File: src/rtl/core/bta_pkg.sv
package bta_pkg;

    localparam int NUM_DIGITS  = 10;
    localparam int BCD_W       = 4 * NUM_DIGITS;
    localparam int BIN_W       = 32;
    localparam int HEX_W       = 16;
    localparam int HEX_CHARS   = 4;
    localparam int DEC16_CHARS = 5;
    localparam int DEC32_CHARS = 10;

    localparam logic [1:0] CMD_HEX16 = 2'd0;
    localparam logic [1:0] CMD_DEC16 = 2'd1;
    localparam logic [1:0] CMD_DEC32 = 2'd2;
    localparam logic [1:0] CMD_NONE  = 2'd3;

    localparam logic [7:0] CHAR_ZERO = 8'h30;
    localparam logic [7:0] CHAR_A    = 8'h41;

    typedef logic [7:0] t_char;

    typedef struct packed {
        logic [BCD_W-1:0] bcd;
        logic [BIN_W-1:0] bin;
        logic [1:0]       cmd;
        logic [HEX_W-1:0] hex;
    } t_dd;

    function automatic t_char hex_char(input logic [3:0] nib);
        t_char c;
        if (nib < 4'd10) begin
            c = CHAR_ZERO + {4'h0, nib};
        end else begin
            c = CHAR_A + {4'h0, nib - 4'd10};
        end
        return c;
    endfunction

    function automatic t_char dec_char(input logic [3:0] digit);
        return CHAR_ZERO + {4'h0, digit};
    endfunction

endpackage

File: src/rtl/core/bta_if.sv
interface bta_in_if;
    import bta_pkg::*;
    logic             valid;
    logic             ready;
    logic [1:0]       cmd;
    logic [BIN_W-1:0] number;

    modport source (output valid, output cmd, output number, input ready);
    modport sink   (input valid, input cmd, input number, output ready);
endinterface

interface bta_out_if;
    logic       valid;
    logic       ready;
    logic [7:0] char_code;
    logic       last;

    modport source (output valid, output char_code, output last, input ready);
    modport sink   (input valid, input char_code, input last, output ready);
endinterface

File: src/rtl/core/bta_dd_stage.sv
module bta_dd_stage
    import bta_pkg::*;
#(
    parameter int STEPS = 8
) (
    input  logic i_clk,
    input  logic i_rst_n,
    input  logic i_valid,
    output logic o_ready,
    input  t_dd  i_data,
    output logic o_valid,
    input  logic i_ready,
    output t_dd  o_data
);

    logic r_valid;
    t_dd  r_data;
    t_dd  n_data;

    always_comb begin
        n_data = i_data;
        for (int s = 0; s < STEPS; s++) begin
            for (int d = 0; d < NUM_DIGITS; d++) begin
                if (n_data.bcd[4*d +: 4] >= 4'd5) begin
                    n_data.bcd[4*d +: 4] = n_data.bcd[4*d +: 4] + 4'd3;
                end
            end
            {n_data.bcd, n_data.bin} = {n_data.bcd[BCD_W-2:0], n_data.bin, 1'b0};
        end
    end

    assign o_ready = !r_valid || i_ready;
    assign o_valid = r_valid;
    assign o_data  = r_data;

    always_ff @(posedge i_clk) begin
        if (!i_rst_n) begin
            r_valid <= 1'b0;
        end else if (o_ready) begin
            r_valid <= i_valid;
        end
        if (o_ready) begin
            r_data <= n_data;
        end
    end

endmodule

File: src/rtl/core/binary_to_ascii_digits_top.sv
// From input transaction to first character: 4 conversion stages of 8
// shift-add-3 steps each, then the character register.
// Throughput: one character per cycle while o_out.ready is high; an item gives
// 4, 5 or 10 characters (hex16, dec16, dec32), set by the character serializer.
// Reset (synchronous, active low) empties the pipeline and serializer.
module binary_to_ascii_digits_top
    import bta_pkg::*;
(
    input  logic        i_clk,
    input  logic        i_rst_n,
    bta_in_if.sink      i_in,
    bta_out_if.source   o_out
);

    localparam int STAGES = 4;
    localparam int STEPS  = BIN_W / STAGES;

    logic stg_valid [STAGES+1];
    logic stg_ready [STAGES+1];
    t_dd  stg_data  [STAGES+1];

    always_comb begin
        stg_data[0].bcd = '0;
        stg_data[0].bin = (i_in.cmd == CMD_DEC32) ? i_in.number
                                                  : {16'h0, i_in.number[HEX_W-1:0]};
        stg_data[0].cmd = i_in.cmd;
        stg_data[0].hex = i_in.number[HEX_W-1:0];
    end

    assign stg_valid[0] = i_in.valid && (i_in.cmd != CMD_NONE);
    assign i_in.ready   = stg_ready[0];

    for (genvar g = 0; g < STAGES; g++) begin : g_stage
        bta_dd_stage #(
            .STEPS (STEPS)
        ) u_stage (
            .i_clk   (i_clk),
            .i_rst_n (i_rst_n),
            .i_valid (stg_valid[g]),
            .o_ready (stg_ready[g]),
            .i_data  (stg_data[g]),
            .o_valid (stg_valid[g+1]),
            .i_ready (stg_ready[g+1]),
            .o_data  (stg_data[g+1])
        );
    end

    t_char      r_chars [NUM_DIGITS];
    t_char      n_chars [NUM_DIGITS];
    logic [3:0] r_left;
    logic [3:0] n_left;
    logic       pop;
    logic       load;

    assign pop              = o_out.valid && o_out.ready;
    assign stg_ready[STAGES] = (r_left == 4'd0) || ((r_left == 4'd1) && o_out.ready);
    assign load             = stg_ready[STAGES] && stg_valid[STAGES];

    always_comb begin
        n_chars = r_chars;
        n_left  = r_left;
        if (load) begin
            for (int k = 0; k < NUM_DIGITS; k++) begin
                n_chars[k] = CHAR_ZERO;
            end
            case (stg_data[STAGES].cmd)
                CMD_HEX16: begin
                    for (int k = 0; k < HEX_CHARS; k++) begin
                        n_chars[k] = hex_char(stg_data[STAGES].hex[4*(HEX_CHARS-1-k) +: 4]);
                    end
                    n_left = 4'(HEX_CHARS);
                end
                CMD_DEC16: begin
                    for (int k = 0; k < DEC16_CHARS; k++) begin
                        n_chars[k] = dec_char(stg_data[STAGES].bcd[4*(DEC16_CHARS-1-k) +: 4]);
                    end
                    n_left = 4'(DEC16_CHARS);
                end
                CMD_DEC32: begin
                    for (int k = 0; k < DEC32_CHARS; k++) begin
                        n_chars[k] = dec_char(stg_data[STAGES].bcd[4*(DEC32_CHARS-1-k) +: 4]);
                    end
                    n_left = 4'(DEC32_CHARS);
                end
                default: begin
                    n_left = 4'd0;
                end
            endcase
        end else if (pop) begin
            for (int k = 0; k < NUM_DIGITS - 1; k++) begin
                n_chars[k] = r_chars[k+1];
            end
            n_left = r_left - 4'd1;
        end
    end

    always_ff @(posedge i_clk) begin
        if (!i_rst_n) begin
            r_left <= 4'd0;
        end else begin
            r_left <= n_left;
        end
        r_chars <= n_chars;
    end

    assign o_out.valid     = (r_left != 4'd0);
    assign o_out.char_code = r_chars[0];
    assign o_out.last      = (r_left == 4'd1);

endmodule
File: src/flat_wrapper.sv
// flat-port wrapper written by rule: the top's interface ports become plain ports
module binary_to_ascii_digits_top_flat import bta_pkg::*;
  (i_clk, i_rst_n, i_in_valid, i_in_cmd, i_in_number, i_in_ready, o_out_valid, o_out_char_code, o_out_last, o_out_ready);
  bta_in_if i_in_i ();
  bta_out_if o_out_i ();
  input  logic i_clk;
  input  logic i_rst_n;
  input wire logic [$bits(i_in_i.valid)-1:0] i_in_valid;
  input wire logic [$bits(i_in_i.cmd)-1:0] i_in_cmd;
  input wire logic [$bits(i_in_i.number)-1:0] i_in_number;
  output wire logic [$bits(i_in_i.ready)-1:0] i_in_ready;
  output wire logic [$bits(o_out_i.valid)-1:0] o_out_valid;
  output wire logic [$bits(o_out_i.char_code)-1:0] o_out_char_code;
  output wire logic [$bits(o_out_i.last)-1:0] o_out_last;
  input wire logic [$bits(o_out_i.ready)-1:0] o_out_ready;
  assign i_in_i.valid = i_in_valid;
  assign i_in_i.cmd = i_in_cmd;
  assign i_in_i.number = i_in_number;
  assign i_in_ready = i_in_i.ready;
  assign o_out_valid = o_out_i.valid;
  assign o_out_char_code = o_out_i.char_code;
  assign o_out_last = o_out_i.last;
  assign o_out_i.ready = o_out_ready;
  binary_to_ascii_digits_top u_core (.i_clk(i_clk), .i_rst_n(i_rst_n), .i_in(i_in_i), .o_out(o_out_i));
endmodule
File: config.mk
export PLATFORM = sky130hd
export DESIGN_NAME = binary_to_ascii_digits_top_flat
export DESIGN_NICKNAME = d
export VERILOG_FILES = /design/src/rtl/core/bta_pkg.sv /design/src/rtl/core/bta_if.sv /design/src/rtl/core/bta_dd_stage.sv /design/src/rtl/core/binary_to_ascii_digits_top.sv /design/src/flat_wrapper.sv
export SDC_FILE = /design/constraint.sdc
export NUM_CORES = 1
export LEC_CHECK = 0
export BUFFER_PORTS_ARGS = -buffer_cell sky130_fd_sc_hd__buf_4
export CAP_MARGIN = 25
export CORE_UTILIZATION = 48
export DETAILED_ROUTE_END_ITERATION = 7
export GPL_TIMING_DRIVEN = 0
export HOLD_SLACK_MARGIN = 0.08
export PLACE_DENSITY = 0.61
export SLEW_MARGIN = 20
export SYNTH_ARGS = -nofsm -noshare
export SYNTH_HDL_FRONTEND = slang
export SYNTH_HIERARCHICAL = 1
export SYNTH_SLANG_ARGS = --single-unit
export TNS_END_PERCENT = 20
File: constraint.sdc
create_clock -name i_clk -period 18.65 [get_ports i_clk]
set_clock_uncertainty 0.1 [all_clocks]
set_input_delay 1.865 -clock i_clk [delete_from_list [all_inputs] [get_ports i_clk]]
set_output_delay 1.865 -clock i_clk [all_outputs]
set_load 0.03 [all_outputs]
Word level (Yosys, flattened, before mapping)
Index checks and enable logic that the tools add are counted.
- register bits after elaboration: 356
- logic and storage cells: 890
- reduce and logical (&&, ||, !) cells: 17
- add/subtract/negate cells: 288
- muxes and demuxes: 278
- $lt $le $gt $ge: 269
- eq/ne operators: 5
- operator list (cell ; number):
    $ge A4 B3 Y1 const B ; 255
    $mux W4 ; 236
    $add A4 B2 Y4 const B ; 234
    $mux W72 ; 2
    $add A6 B4 Y7 const A ; 14
    $pmux W32 S3 ; 1
    $mux W3 ; 30
    $add A3 B2 Y3 const B ; 21
    $mux W40 ; 1
    $add A7 B4 Y8 const A ; 4
    $mux W32 ; 1
    $mux W8 ; 4
    $add A1 B2 Y3 const AB ; 9
    $ge A1 B3 Y1 const AB ; 9
    $lt A4 B4 Y1 const B ; 4
    $pmux W8 S2 ; 1
    $sub A4 B4 Y4 const B ; 4
    $pmux W4 S3 ; 1
    $logic_or A1 B1 Y1 ; 5
    $eq A2 B2 Y1 const B ; 2
    $eq A4 B1 Y1 const B ; 1
    $logic_and A1 B1 Y1 ; 4
    $logic_not A1 Y1 ; 4
    $logic_not A4 Y1 ; 1
    9 further kinds ; 9

Longest topological paths before layout
- word-level depth: 16
- depth in mapped cells: 37
- gate-level depth less buffers: 37

By module
The synthesis kept the hierarchy.
- by module, submodules not included (module ; cells an instance ; area an instance (um^2) ; sequential area each (um^2) ; times used):
    bta_dd_stage ; 1676 ; 13256.5 ; 2482.4 ; 4
    binary_to_ascii_digits_top ; 360 ; 3579.7 ; 1641.6 ; 1

Least setup slack after synthesis
Ideal clock, no wire load.
- path type: input-to-output
- start point: in o_out_ready
- end point: out i_in_ready
- buffers on the path: 0
- slack: 5.939 ns
- data required time: 16.685 ns
- stages: 6
- arrival: 10.746 ns
- cell sequence: nand2_1 > nand2_1 > nand2b_1 > nand2b_1 > nand2b_1 > nand2b_1
- RTL lines (what ; line ; RTL):
    start: declaration ; flat_wrapper.sv:15 ; input wire logic [$bits(o_out_i.ready)-1:0] o_out_ready;
    end: declaration ; flat_wrapper.sv:11 ; output wire logic [$bits(i_in_i.ready)-1:0] i_in_ready;

==> summary by stage <==
Timing
For the final routed database, the setup TNS stands at 0 ps. The number of hold-slack violations in the final timing report is 0. The setup slack after layout is 10690 ps. The routed design could run at a clock period as short as 7964 ps.

The count of final setup violators is 0. The timing-limited maximum frequency is approximately 130 MHz. The period utilization is 42.71%. At the pin with the least slew margin, the transition time is 958.3 ps. The final-report max-slew violation count is 0. Setup repair after global routing left no endpoint under its margin. The remaining max-slew budget at the tightest pin is a little over a third.

Clock network
Buffers added to address setup during post-CTS repair amount to 0. CTS saw 340 sinks. The CTS clock-pin slew for the worst setup and hold paths is 60 ps. The count of hold buffers inserted by post-cts repair is 0. The clock buffer count from CTS is 43. The CTS H-tree depth is 2. In this run the deepest clock path goes through 3 buffers. The cell chosen for the clock root is sky130_fd_sc_hd__clkbuf_16.

In this run, post-CTS repair resized a total of 0 instances. The later pin in the worst-skew pair is clocked with a latency of 620 ps. The CTS tree is yes.

Logic synthesis
Counting every instance in the synthesized netlist gives approximately 7000. The post-synthesis instance area is 54910 sq um. The yosys synthesis warning count is 6.

A synthesized cell averages 7.867 sq um.

Routing
The first-pass iteration count of the detailed router is 6. In the routed design, unresolved DRC markers number 0. The number of vias after detailed routing is 52812. The first routing iteration left a little over 3000 violations. The wire length reported by the detailed router is between 100 and 150 mm. The detail-routed via count per cell is around 6.0. The count of nets left with antenna violations once routing finished came out at 0.

After detailed routing, the average wire length per cell comes to 14.89 microns.

Worst setup path
The most common cell type on the critical path is sky130_fd_sc_hd__ha_1. The cell with the largest stage delay on the worst path is sky130_fd_sc_hd__edfxtp_1. At the worst endpoint, the required time is 18900 ps. The biggest fanout along the worst timing path is 8. The startpoint type of the worst setup path is a flop. The critical path is of the flop to flop type. The delay of the slowest cell on the worst path is approximately 470 ps. The data arrival at the endpoint of the critical path is 8210 ps. The endpoint kind of the worst setup timing path is a flop.

Finish
The finished layout holds between 8000 and 9000 standard cells, fillers aside. After the last flow step, the layout net total stands at 7531. The share of layout cells above drive strength 1 is 12.35%.

The number of inserted diodes is 0. The fill cell total of the finished layout is 10903. From synthesis to final layout, the design area changed by 8.158%.

Floorplanning
The vertical die dimension is 340.2 microns. The die boundary width is between 300 and 400 microns. The floorplan step defined a die boundary enclosing 115800 sq um. The core region is 113000 sq um. The I/O pin total is 49. The floorplan row count is 123. For this configuration, the core starts out at a cell density of 48.61%.

Place
In this run, placement finished with an instance count of 8687. In this run the tool buffered the top-level ports with 47 buffer cells. The weighted congestion at the end of routability-driven global placement is 0.8775.

Before CTS, the worst setup slack after placement is 10750 ps. After legalization and detailed placement, the total HPWL measured 102.3 mm.

Worst hold path
The path class of the lowest-slack min-delay path is flop to flop.

Run status
The flow ran to the end, and the final reports show no timing, DRC or antenna violations.

Global routing
The global route total overflow is 0. The number of antenna violations at the first check in global routing came to 0. The first global-routing pass estimated 221.4 mm of wire. Global routing consumed, over all layers together, 21.48% of the routing resources.

Entering global routing, the biggest net connects 51 pins. The via count of the first global-routing pass is 47775.

Job
Across the run, the number of max-cap violations was 0.
flip-flops by register name, indices dropped and copies added (netlist names):
signal,count
u_core/r_chars,45
u_core/g_stage.u_stage/o_data,280
u_core/g_stage.u_stage/o_valid,4
u_core/r_left,4
u_core/o_out.char_code,7
worst max-delay path, delay by kind of cell, from the launching register on:
kind / cells / cell delay (ps)
XOR/XNOR: 2 / 720
AND/OR/NAND/NOR: 5 / 1150
flip-flops: 1 / 470
AO/OA/AOI/OAI: 12 / 2070
adder cells (fa/ha/maj): 7 / 1850
multiplexers: 3 / 650
buffers and inverters: 6 / 660
cell type report:
type / count / area (sq um) / area share, %
Clock inverter: 29 / 401.6 / 0.6763
Timing Repair Buffer: 53 / 494.2 / 0.8322
Buffer: 268 / 1242 / 2.092
Clock buffer: 49 / 1099 / 1.850
Tap cell: 1500 / 1877 / 3.160
Sequential cell: 340 / 10130 / 17.06
Inverter: 412 / 1546 / 2.604
Multi-Input combinational cell: 6114 / 42600 / 71.73
metal layers:
layer / wire (microns) / GRT usage (%) / up-vias
met2: 63370 / 38.29 / 854
met1: 60910 / 28.12 / 24564
li1: - / - / 27251
met4: 2755 / 5.129 / 0
met5: 0 / 0 / -
met3: 3492 / 1.447 / 143
stage by stage:
stage	hold slack (ps)	cell area [sq um]	utilization [%]
after global placement	300.5	57720	51.09
after detailed placement	304.5	57890	51.25
final	314.8	59390	52.57
after global routing	321.7	59390	52.57
after CTS	317.9	59390	52.57
after floorplan	300.3	55490	-
worst paths after layout:
path / from / cells after the start / end / slack (ps)
min reg2reg: u_core/g_stage[1].u_stage/o_data[10] / 0 / u_core/g_stage[2].u_stage/o_data[10] / 310
max: u_core/g_stage[2].u_stage/o_data[70] / 35 / u_core/g_stage[3].u_stage/o_data[81] / 10690
min: u_core/g_stage[1].u_stage/o_data[10] / 0 / u_core/g_stage[2].u_stage/o_data[10] / 310
max reg2reg: u_core/g_stage[2].u_stage/o_data[70] / 35 / u_core/g_stage[3].u_stage/o_data[81] / 10690
layout by cell type (no fill, tap or decap), drive strengths merged, types with 203 or more instances in the layout:
cell	instances
a21oi	587
inv	421
nor2	464
edfxtp	332
nand2	668
nor3	238
nand3	203
ha	261
o21ai	431
Power is left out: the tool's default activity adds up to more than one toggle a clock period on the data nets, which glitch-free logic cannot reach.
